File: src/rtl/smf_pkg.sv
// Shared types and constants for the track event byte parser.
// Holds the parser phase encoding, field kind codes and the VLQ byte budget.
// No dependencies.
package smf_pkg;

	// Longest variable-length quantity, in bytes.
	localparam int unsigned VLQ_MAX_BYTES = 4;

	localparam int unsigned VAL_W    = 28;
	localparam int unsigned KIND_W   = 3;
	localparam int unsigned TDATA_W  = 64;
	localparam int unsigned TUSER_W  = 4;

	// Field kind codes carried with each result item.
	localparam logic [KIND_W-1:0] KIND_DELTA   = 3'd0;
	localparam logic [KIND_W-1:0] KIND_STATUS  = 3'd1;
	localparam logic [KIND_W-1:0] KIND_META    = 3'd2;
	localparam logic [KIND_W-1:0] KIND_LENGTH  = 3'd3;
	localparam logic [KIND_W-1:0] KIND_PAYLOAD = 3'd4;

	// Status byte values with a fixed meaning.
	localparam logic [7:0] ST_META      = 8'hFF;
	localparam logic [7:0] ST_SYSEX     = 8'hF0;
	localparam logic [7:0] ST_SYSEX_ESC = 8'hF7;
	localparam logic [3:0] HI_PROGRAM   = 4'hC;
	localparam logic [3:0] HI_PRESSURE  = 4'hD;
	localparam logic [3:0] HI_SYSTEM    = 4'hF;

	// Parser phase, one-hot.
	typedef enum logic [5:0] {
		PH_DELTA   = 6'b000001,
		PH_STATUS  = 6'b000010,
		PH_META    = 6'b000100,
		PH_LEN     = 6'b001000,
		PH_PAYLOAD = 6'b010000,
		PH_ERROR   = 6'b100000
	} phase_t;

	// True for a channel voice status byte (0x80 to 0xEF).
	function automatic logic is_channel(input logic [7:0] b);
		is_channel = b[7] && (b[7:4] != HI_SYSTEM);
	endfunction

endpackage

File: src/rtl/smf_event_byte_parser_core.sv
// Top level of the track event byte parser: frames delta time, status and event bodies
// one byte at a time, with an input and a result register. Depends on smf_pkg.
// An accepted item passes through the input register and then the result register, where it is offered.
// Throughput: one item per cycle unless m_tready stalls; the single parser state update per byte sets it.
// Reset (arst_n low): phase returns to delta time, the accumulator, status and the sticky error
// clear, the remaining-byte count reloads to VLQ_BUDGET, and both register stages empty.
module smf_event_byte_parser_core (
	input  logic                           clk,
	input  logic                           arst_n,
	input  logic                           s_tvalid,
	output logic                           s_tready,
	input  logic [7:0]                     s_tdata,  // [7:0] byte_in
	output logic                           m_tvalid,
	input  logic                           m_tready,
	output logic [smf_pkg::TDATA_W-1:0]    m_tdata,  // [27:0] delta_ticks,
	                                                 // [35:28] event_status,
	                                                 // [63:36] payload_length
	output logic                           m_tlast,  // event_done
	output logic [smf_pkg::TUSER_W-1:0]    m_tuser   // [2:0] field_kind,
	                                                 // [3] parse_error
);
	import smf_pkg::*;

	localparam logic [VAL_W-1:0] VLQ_BUDGET = VAL_W'(VLQ_MAX_BYTES);

	// Input stage.
	logic             valid_s1;
	logic [7:0]       byte_s1;
	logic             advance;

	// Parser state.
	phase_t           phase_q, phase_d;
	logic [VAL_W-1:0] acc_q, acc_d;
	logic [VAL_W-1:0] rem_q, rem_d;
	logic [7:0]       run_st_q, run_st_d;
	logic [7:0]       cur_st_q, cur_st_d;
	logic [VAL_W-1:0] dhold_q, dhold_d;

	// Result of the byte in the input stage.
	logic [KIND_W-1:0] kind;
	logic              done;
	logic              err;
	logic [TDATA_W-1:0] res_data;
	logic [TUSER_W-1:0] res_user;
	logic               res_last;

	// Status decoding helpers.
	logic [7:0]       eff_st;
	logic [1:0]       n_data;
	logic [VAL_W-1:0] acc_shift;

	// The stage moves on when the result register is free or being drained.
	assign advance  = !m_tvalid || m_tready;
	assign s_tready = !valid_s1 || advance;

	always_ff @(posedge clk or negedge arst_n) begin
		if (!arst_n) begin
			valid_s1 <= 1'b0;
		end else if (s_tready) begin
			valid_s1 <= s_tvalid;
		end
	end

	always_ff @(posedge clk) begin
		if (s_tready && s_tvalid) begin
			byte_s1 <= s_tdata;
		end
	end

	assign acc_shift = {acc_q[VAL_W-8:0], byte_s1[6:0]};

	// Effective status and the number of data bytes still to come.
	always_comb begin
		if (byte_s1[7]) begin
			eff_st = byte_s1;
		end else if (is_channel(run_st_q)) begin
			eff_st = run_st_q;
		end else begin
			eff_st = byte_s1;
		end
		if (eff_st[7:4] == HI_PROGRAM || eff_st[7:4] == HI_PRESSURE) begin
			n_data = 2'd1;
		end else begin
			n_data = 2'd2;
		end
		if (!byte_s1[7]) begin
			n_data = n_data - 2'd1;
		end
	end

	// Next state and result for one byte.
	always_comb begin
		phase_d  = phase_q;
		acc_d    = acc_q;
		rem_d    = rem_q;
		run_st_d = run_st_q;
		cur_st_d = cur_st_q;
		dhold_d  = dhold_q;
		kind     = KIND_DELTA;
		done     = 1'b0;
		err      = 1'b0;
		case (phase_q)
			PH_DELTA: begin
				kind = KIND_DELTA;
				if (rem_q == '0) begin
					err = 1'b1;
				end else begin
					acc_d   = acc_shift;
					rem_d   = rem_q - VAL_W'(1);
					dhold_d = acc_shift;
					if (byte_s1[7]) begin
						err = (rem_q == VAL_W'(1));
					end else begin
						phase_d = PH_STATUS;
						acc_d   = '0;
					end
				end
			end
			PH_STATUS: begin
				if (is_channel(byte_s1)) begin
					run_st_d = byte_s1;
				end else if (byte_s1[7:4] == HI_SYSTEM) begin
					run_st_d = '0;
				end
				kind = byte_s1[7] ? KIND_STATUS : KIND_PAYLOAD;
				if (is_channel(eff_st)) begin
					cur_st_d = eff_st;
					if (n_data == 2'd0) begin
						done = 1'b1;
					end else begin
						rem_d   = VAL_W'(n_data);
						phase_d = PH_PAYLOAD;
					end
				end else if (eff_st == ST_META) begin
					cur_st_d = eff_st;
					phase_d  = PH_META;
				end else if (eff_st == ST_SYSEX || eff_st == ST_SYSEX_ESC) begin
					cur_st_d = eff_st;
					phase_d  = PH_LEN;
					rem_d    = VLQ_BUDGET;
					acc_d    = '0;
				end else begin
					err = 1'b1;
				end
			end
			PH_META: begin
				kind    = KIND_META;
				phase_d = PH_LEN;
				rem_d   = VLQ_BUDGET;
				acc_d   = '0;
			end
			PH_LEN: begin
				kind = KIND_LENGTH;
				if (rem_q == '0) begin
					err = 1'b1;
				end else begin
					acc_d = acc_shift;
					rem_d = rem_q - VAL_W'(1);
					if (byte_s1[7]) begin
						err = (rem_q == VAL_W'(1));
					end else if (acc_shift != '0) begin
						phase_d = PH_PAYLOAD;
						rem_d   = acc_shift;
					end else begin
						done = 1'b1;
					end
				end
			end
			PH_PAYLOAD: begin
				kind = KIND_PAYLOAD;
				if (rem_q <= VAL_W'(1)) begin
					rem_d = '0;
					done  = 1'b1;
				end else begin
					rem_d = rem_q - VAL_W'(1);
				end
			end
			default: begin
				err = 1'b1;
			end
		endcase

		// Result fields, taken from the updated values.
		if (phase_q == PH_ERROR) begin
			res_data = '0;
			res_user = {1'b1, KIND_DELTA};
			res_last = 1'b0;
		end else begin
			res_data = {(kind >= KIND_LENGTH) ? acc_d : VAL_W'(0), cur_st_d, dhold_d};
			res_user = {err, kind};
			res_last = done && !err;
		end

		// Error parks the parser; a finished event rearms it.
		if (err) begin
			phase_d = PH_ERROR;
		end else if (done) begin
			phase_d  = PH_DELTA;
			acc_d    = '0;
			rem_d    = VLQ_BUDGET;
			cur_st_d = '0;
			dhold_d  = '0;
		end
	end

	// Parser state registers.
	always_ff @(posedge clk or negedge arst_n) begin
		if (!arst_n) begin
			phase_q  <= PH_DELTA;
			acc_q    <= '0;
			rem_q    <= VLQ_BUDGET;
			run_st_q <= '0;
			cur_st_q <= '0;
			dhold_q  <= '0;
		end else if (valid_s1 && advance) begin
			phase_q  <= phase_d;
			acc_q    <= acc_d;
			rem_q    <= rem_d;
			run_st_q <= run_st_d;
			cur_st_q <= cur_st_d;
			dhold_q  <= dhold_d;
		end
	end

	// Result register.
	always_ff @(posedge clk or negedge arst_n) begin
		if (!arst_n) begin
			m_tvalid <= 1'b0;
		end else if (advance) begin
			m_tvalid <= valid_s1;
		end
	end

	always_ff @(posedge clk) begin
		if (advance && valid_s1) begin
			m_tdata <= res_data;
			m_tuser <= res_user;
			m_tlast <= res_last;
		end
	end

	// The error phase is only left through reset.
	a_error_sticky: assert property (@(posedge clk) disable iff (!arst_n)
		phase_q == PH_ERROR |=> phase_q == PH_ERROR)
		else $error("parser left the error phase");

	// An item that closes an event never carries the error flag.
	a_done_no_err: assert property (@(posedge clk) disable iff (!arst_n)
		m_tvalid && m_tlast |-> !m_tuser[TUSER_W-1])
		else $error("event end reported together with an error");

	// Payload length is only shown on length and payload items.
	a_len_zero: assert property (@(posedge clk) disable iff (!arst_n)
		m_tvalid && (m_tuser[KIND_W-1:0] == KIND_DELTA || m_tuser[KIND_W-1:0] == KIND_STATUS
			|| m_tuser[KIND_W-1:0] == KIND_META) |-> m_tdata[TDATA_W-1:36] == '0)
		else $error("payload length shown on a header item");

	// A new event after completion starts with cleared delta time.
	a_rearm: assert property (@(posedge clk) disable iff (!arst_n)
		valid_s1 && advance && res_last |=> phase_q == PH_DELTA && dhold_q == '0)
		else $error("parser not rearmed after event end");

endmodule
File: config.mk
export PLATFORM = sky130hd
export DESIGN_NAME = smf_event_byte_parser_core
export DESIGN_NICKNAME = d
export VERILOG_FILES = /design/src/rtl/smf_pkg.sv /design/src/rtl/smf_event_byte_parser_core.sv
export SDC_FILE = /design/constraint.sdc
export NUM_CORES = 1
export LEC_CHECK = 0
export BUFFER_PORTS_ARGS = -buffer_cell sky130_fd_sc_hd__buf_2
export CAP_MARGIN = 20
export CORE_MARGIN = 2
export CORE_UTILIZATION = 40
export CTS_CLUSTER_SIZE = 28
export DETAILED_ROUTE_END_ITERATION = 6
export GPL_TIMING_DRIVEN = 0
export SYNTH_ARGS = -nofsm -noshare
export SYNTH_HDL_FRONTEND = slang
export SYNTH_SLANG_ARGS = --single-unit
File: constraint.sdc
create_clock -name clk -period 5.1 [get_ports clk]
set_input_delay 0.765 -clock clk [delete_from_list [all_inputs] [get_ports clk]]
set_output_delay 0.765 -clock clk [all_outputs]
set_load 0.01 [all_outputs]
# Word-level counts from Yosys, hierarchy flattened
# Index checks and enable logic that the tools add are counted.
# word_totals
regBits,185
inputBits,12
out_inout_bits,71
word_cells,128
# classes
addsub,2
n_lt_le_gt_ge,2
eq_ne,23
n_mux,64
n_bitwise,1
n_reduce_logical,23
# ops
operator,n
$mux 28,23
$pmux 28 s5,1
$pmux 28 s4,1
$mux 8,10
$mux 6,11
$ne 4x4->1 const B,8
$eq 28x1->1 const B,1
$le 28x1->1 const B,1
$logic_not 28->1,1
$reduce_bool 28->1,1
$sub 28x1->28 const B,1
$eq 8x8->1 const B,3
$pmux 6 s4,1
$eq 4x4->1 const B,3
$pmux 3 s4,1
$mux 1,11
$reduce_and 9->1,1
$eq 6x1->1 const B,1
$eq 6x2->1 const B,1
$eq 6x3->1 const B,1
$eq 6x4->1 const B,1
$eq 6x5->1 const B,1
$eq 6x6->1 const B,1
$logic_and 1x1->1,6
15 further kinds,24

# Depth between registers and ports, before layout
# depth
depth_word,15
depth_mapped,13
depth_no_buf,11

# Worst setup path before layout
# Ideal clock, no wire load.
# synth_timing
path_type,input-to-reg
from,input port m_tready
to,register run_st_q[0]
setup_time_ns,0.141
t_arrival_ns,4.197
t_required_ns,4.959
path_slack_ns,0.762
cell_stages,8
path_buffers,2
cell_sequence,nand2b_1 -> nand2_1 -> inv_1 -> buf_1 -> nand3_1 -> clkbuf_1 -> nand2_1 -> o21ai_0
# synth_via
elab_chain_cells,3
# synth_rtl
element,line,rtl
"start, declared",smf_event_byte_parser_core.sv:14,"input logic m_tready,"
$logic_or 1x1->1,smf_event_byte_parser_core.sv:53,assign advance = !m_tvalid || m_tready;
$logic_and 1x1->1,smf_event_byte_parser_core.sv:215,end else if (valid_s1 && advance) begin
$reduce_and 3->1 (no source line),n/a,
"end signal, assigned",smf_event_byte_parser_core.sv:219,run_st_q <= run_st_d;
"end, declared",smf_event_byte_parser_core.sv:35,"logic [7:0] run_st_q, run_st_d;"
# No other way between the ends.
# A chain may end at the register's enable or synchronous reset.

# Final worst setup path
# layout_timing
from,register rem_q[0]
to,register rem_q[11]
# layout_via
elab_chain_cells,7
word_cells_on_any_way,18
classes_between,add/sub: 1; order compare: 1; eq/ne: 1; mux: 14; reduce/logical: 1
# layout_rtl
element,line,rtl
"start, declared",smf_event_byte_parser_core.sv:34,"logic [VAL_W-1:0] rem_q, rem_d;"
"start signal, assigned",smf_event_byte_parser_core.sv:218,rem_q <= rem_d;
$sub 28x1->28,"smf_event_byte_parser_core.sv:109, smf_event_byte_parser_core.sv:158, smf_event_byte_parser_core.sv:175",
$mux 28,smf_event_byte_parser_core.sv:161,end else if (acc_shift != '0) begin
$mux 28,smf_event_byte_parser_core.sv:159,if (byte_s1[7]) begin
$mux 28,smf_event_byte_parser_core.sv:154,if (rem_q == '0) begin
$pmux 28 s5,smf_event_byte_parser_core.sv:102,case (phase_q)
$mux 28,smf_event_byte_parser_core.sv:197,end else if (done) begin
$mux 28 (*),smf_event_byte_parser_core.sv:195,if (err) begin
# Mark *: on every way between the ends. The rest lies on a longest branch, timed or not.

==> flow_metrics.py <==
metrics = {
    "logic_synthesis": {
        "syn-cell-area_um2": 9180,
        "ys_async_sr_fraction_pct": 58.4,
        "synth.most_common_cell": "nand2_1",
        "synth_top_area_share_pct": 28.9,
        "yosysWarnings": 0,
        "synthesis.instances": 902,
        "synth.area.top_cells": "dfrtp_1 29%, edfxtp_1 25%, nand2_1 5.8%",
        "syn_avg_cell_area_um2": 10.2,
        "syn-num-nets": 918,
        "synth.distinct_cells": 75,
        "synth_commonest_cells": "142 x nand2_1, 106 x dfrtp_1, 77 x edfxtp_1",
        "yosysSeqAreaShare_pct": 54.7,
        "ys_seq_elements": 185,
        "synth_edf_count": 77,
        "synth_top_flop_cell": "dfrtp_1",
        "yosysTopAreaCell": "dfrtp_1",
    },
    "grt": {
        "grt_pass1_vias": 7058,
        "antenna_found_initial": 0,
        "grt_usage_pct": 22.0,
        "grt_pass1_wl_um": 41100,
        "grt_max_degree": 78,
        "overflow": 0,
    },
    "final_layout": {
        "instances_no_fill": 1303,
        "antennaDiodeCount": 0,
        "final_area_um2": 10600,
        "drive_above_1_share_pct": 15.6,
        "syn_to_final_growth_pct": 15.7,
        "fin_nets": 1021,
    },
    "detailed_routing": {
        "via_per_inst": 5.91,
        "drtIter0Drc": 679,
        "drc": 0,
        "first_pass_iters": 5,
        "wl_um": 26500,
        "vias": 7703,
        "antenna_left": 0,
        "met1_length_um": 11800,
        "dr_wl_met2_um": 12000,
        "wl_met3_um": 1920,
        "top_layer": "met4",
        "wl_per_cell_um": 20.4,
    },
    "sta": {
        "setup_tns_ns": 0,
        "slew_viol_final": 0,
        "finalClockSkew_ns": 0.0136,
        "timing.slew.headroom_pct": 39.6,
        "tightest_slew_ns": 0.906,
        "max_freq_ghz": 0.247,
        "fin_crit_sh_pct": 79.5,
        "rsz0062_at_grt": "false",
        "timing.final.crit_period_ns": 4.05,
        "holdWs_ns": 0.197,
        "hold_violations": 0,
        "report.final.setup_viol": 0,
    },
    "clocking": {
        "clockBufferDepth": 2,
        "root_buffer": "clkbuf_16",
        "htree_num_levels": 4,
        "clkSinkCount": 185,
        "path_clk_slew_ns": 0.08,
        "cts_resized": 0,
        "tritoncts": "built",
        "cts.hold.buffers_added": 0,
        "clk_latency_ns": 0.44,
        "cts_setup_buffers": 0,
        "cts_buffers": 17,
    },
    "place": {
        "io_buffer_count": 82,
        "place_congestion": 0.922,
        "dp_cells": 1271,
        "dp_hpwl_um": 18200,
        "postPlaceCellArea_um2": 10000,
    },
    "power_and_ir_drop": {
        "power_frac_seq_pct": 50.2,
        "switching_share_pct": 25.3,
        "p_leak_nw": 4.17,
        "cellPowerDensity_nw_per_um2": 303,
        "p_int_mw": 2.40,
        "p_clk_share_pct": 43.3,
        "combPwrFrac_pct": 6.5,
        "ir_drop_uv": 202,
        "switching_power_mw": 0.813,
    },
    "floorplanning": {
        "core.rowCount": 55,
        "start_util_pct": 40.6,
        "ios": 83,
        "core_um2": 22600,
        "dieArea_um2": 24200,
        "fp.dieW_um": 155,
        "die_h_um": 155,
    },
    "worst_setup_path": {
        "max_stage_delay_ns": 0.66,
        "cp_max_fo": 10,
        "critPathRequiredTime_ns": 5.40,
        "crit_arrival_ns": 4.35,
        "crit_chain": "inv_1 -> ha_1 -> nor3b_1 -> nand4_1 -> nor3_4 -> nor2_1 -> a21oi_2 -> nand2_1 -> buf_2 -> a22oi_1 -> o21ai_0",
        "cp-end-kind": "register",
        "crit_type": "reg2reg",
        "critPathSlowestCell": "nor3b_1",
        "crit_path_start_kind": "register",
    },
    "job": {
        "max-cap-violations": 0,
    },
    "status": {
        "outcome": "completed",
    },
    "hold_path": {
        "hold_path_class": "in2async",
    },
}
power by group through the flow:
stage	registers [mW]	clock network [mW]	logic, mW
after floorplan	1.66	0	0.0903
after global routing	1.62	1.46	0.227
final	1.61	1.39	0.210
after detailed placement	1.64	0	0.210
after global placement	1.65	0	0.202
after CTS	1.61	1.41	0.211
sequential cells by signal, summed over array words and instances, names as in the netlist:
register  cells
rem_q        28
m_tdata      64
byte_s1       8
acc_q        28
dhold_q      28
phase_q       6
run_st_q      8
m_tuser       4
cur_st_q      8
valid_s1      1
m_tlast       1
m_tvalid      1
layout make-up:
| class | count | area, um2 |
|---|---|---|
| clock buffers | 18 | 429 |
| clock inverters | 14 | 180 |
| fillers | 2158 | 12000 |
| well taps | 285 | 357 |
| plain buffers | 73 | 332 |
| flip-flops and latches | 185 | 5020 |
| inverters | 11 | 41.3 |
| repair buffers | 84 | 464 |
| multi-input cells | 633 | 3790 |
critical path: cells and delay by family (launching register included):
family	cells	cell delay (ns)
AOI/OAI and AO/OA	3	0.69
buffers and inverters	2	0.43
and+or+nand+nor	5	2.04
DFF	1	0.43
adders and majority gates	1	0.29
through the flow:
stage          utilization [%]  worst slack (ns)  total power, mW
2_1_floorplan                -             0.762             1.75
3_3_place_gp              44.0             -1.02             1.85
3_5_place_dp              44.3              1.19             1.85
4_1_cts                   47.0              1.16             3.24
5_1_grt                   47.0             0.827             3.30
6_report                  47.0              1.05             3.21
per-layer routing:
metal	vias to the layer above	global-route usage, %
met3	60	4.04
li1	3558	-
met2	364	33.8
met4	0	8.17
met5	-	0
met1	3721	31.3
final timing paths:
path	startpoint	endpoint	slack, ns	cells after the start
min in group clk	cur_st_q[3]$_DFFE_PN0P_	cur_st_q[3]$_DFFE_PN0P_	0.48	2
max in group asynchronous	arst_n	acc_q[24]$_DFFE_PN0P_	4.19	2
worst max register to register	rem_q[0]$_DFFE_PN0P_	rem_q[11]$_DFFE_PN0P_	1.05	11
worst min register to register	cur_st_q[3]$_DFFE_PN0P_	cur_st_q[3]$_DFFE_PN0P_	0.48	2
worst max-delay path	rem_q[0]$_DFFE_PN0P_	rem_q[11]$_DFFE_PN0P_	1.05	11
worst min-delay path	arst_n	run_st_q[0]$_DFFE_PN0P_	0.20	1
cell usage in the layout (no fill, tap or decap), drive strengths merged, types with 4 or more instances in the layout:
master	count
o22ai	9
and3	7
a22oi	37
a22o	60
or3	9
buf	102
nand2b	6
a21o	6
a21oi	53
a211oi	6
o21ai	57
a32oi	5
nor2	78
clkinv	5
and2	7
nand2	143
nor3b	4
xnor2	5
edfxtp	77
inv	17
nand3b	5
nand4	7
o211ai	6
a31oi	10
nor4	11
clkbuf	73
xor2	7
dfrtp	106
ha	4
or4	7
a221oi	5
nor3	21
nand3	15
cells by family (layout without fill, tap and decap cells):
family / after synthesis / count (layout) / share of synthesized area, %
adders and majority gates: 4 / 4 / 0.546
xor gates and xnor gates: 12 / 12 / 1.15
buffers and inverters: 84 / 200 / 4.05
muxes: 2 / 2 / 0.218
AOI/OAI and AO/OA: 280 / 280 / 21.4
DFF: 185 / 185 / 54.7
and+or+nand+nor: 335 / 335 / 17.9
Power figures use the tool's default switching activity.
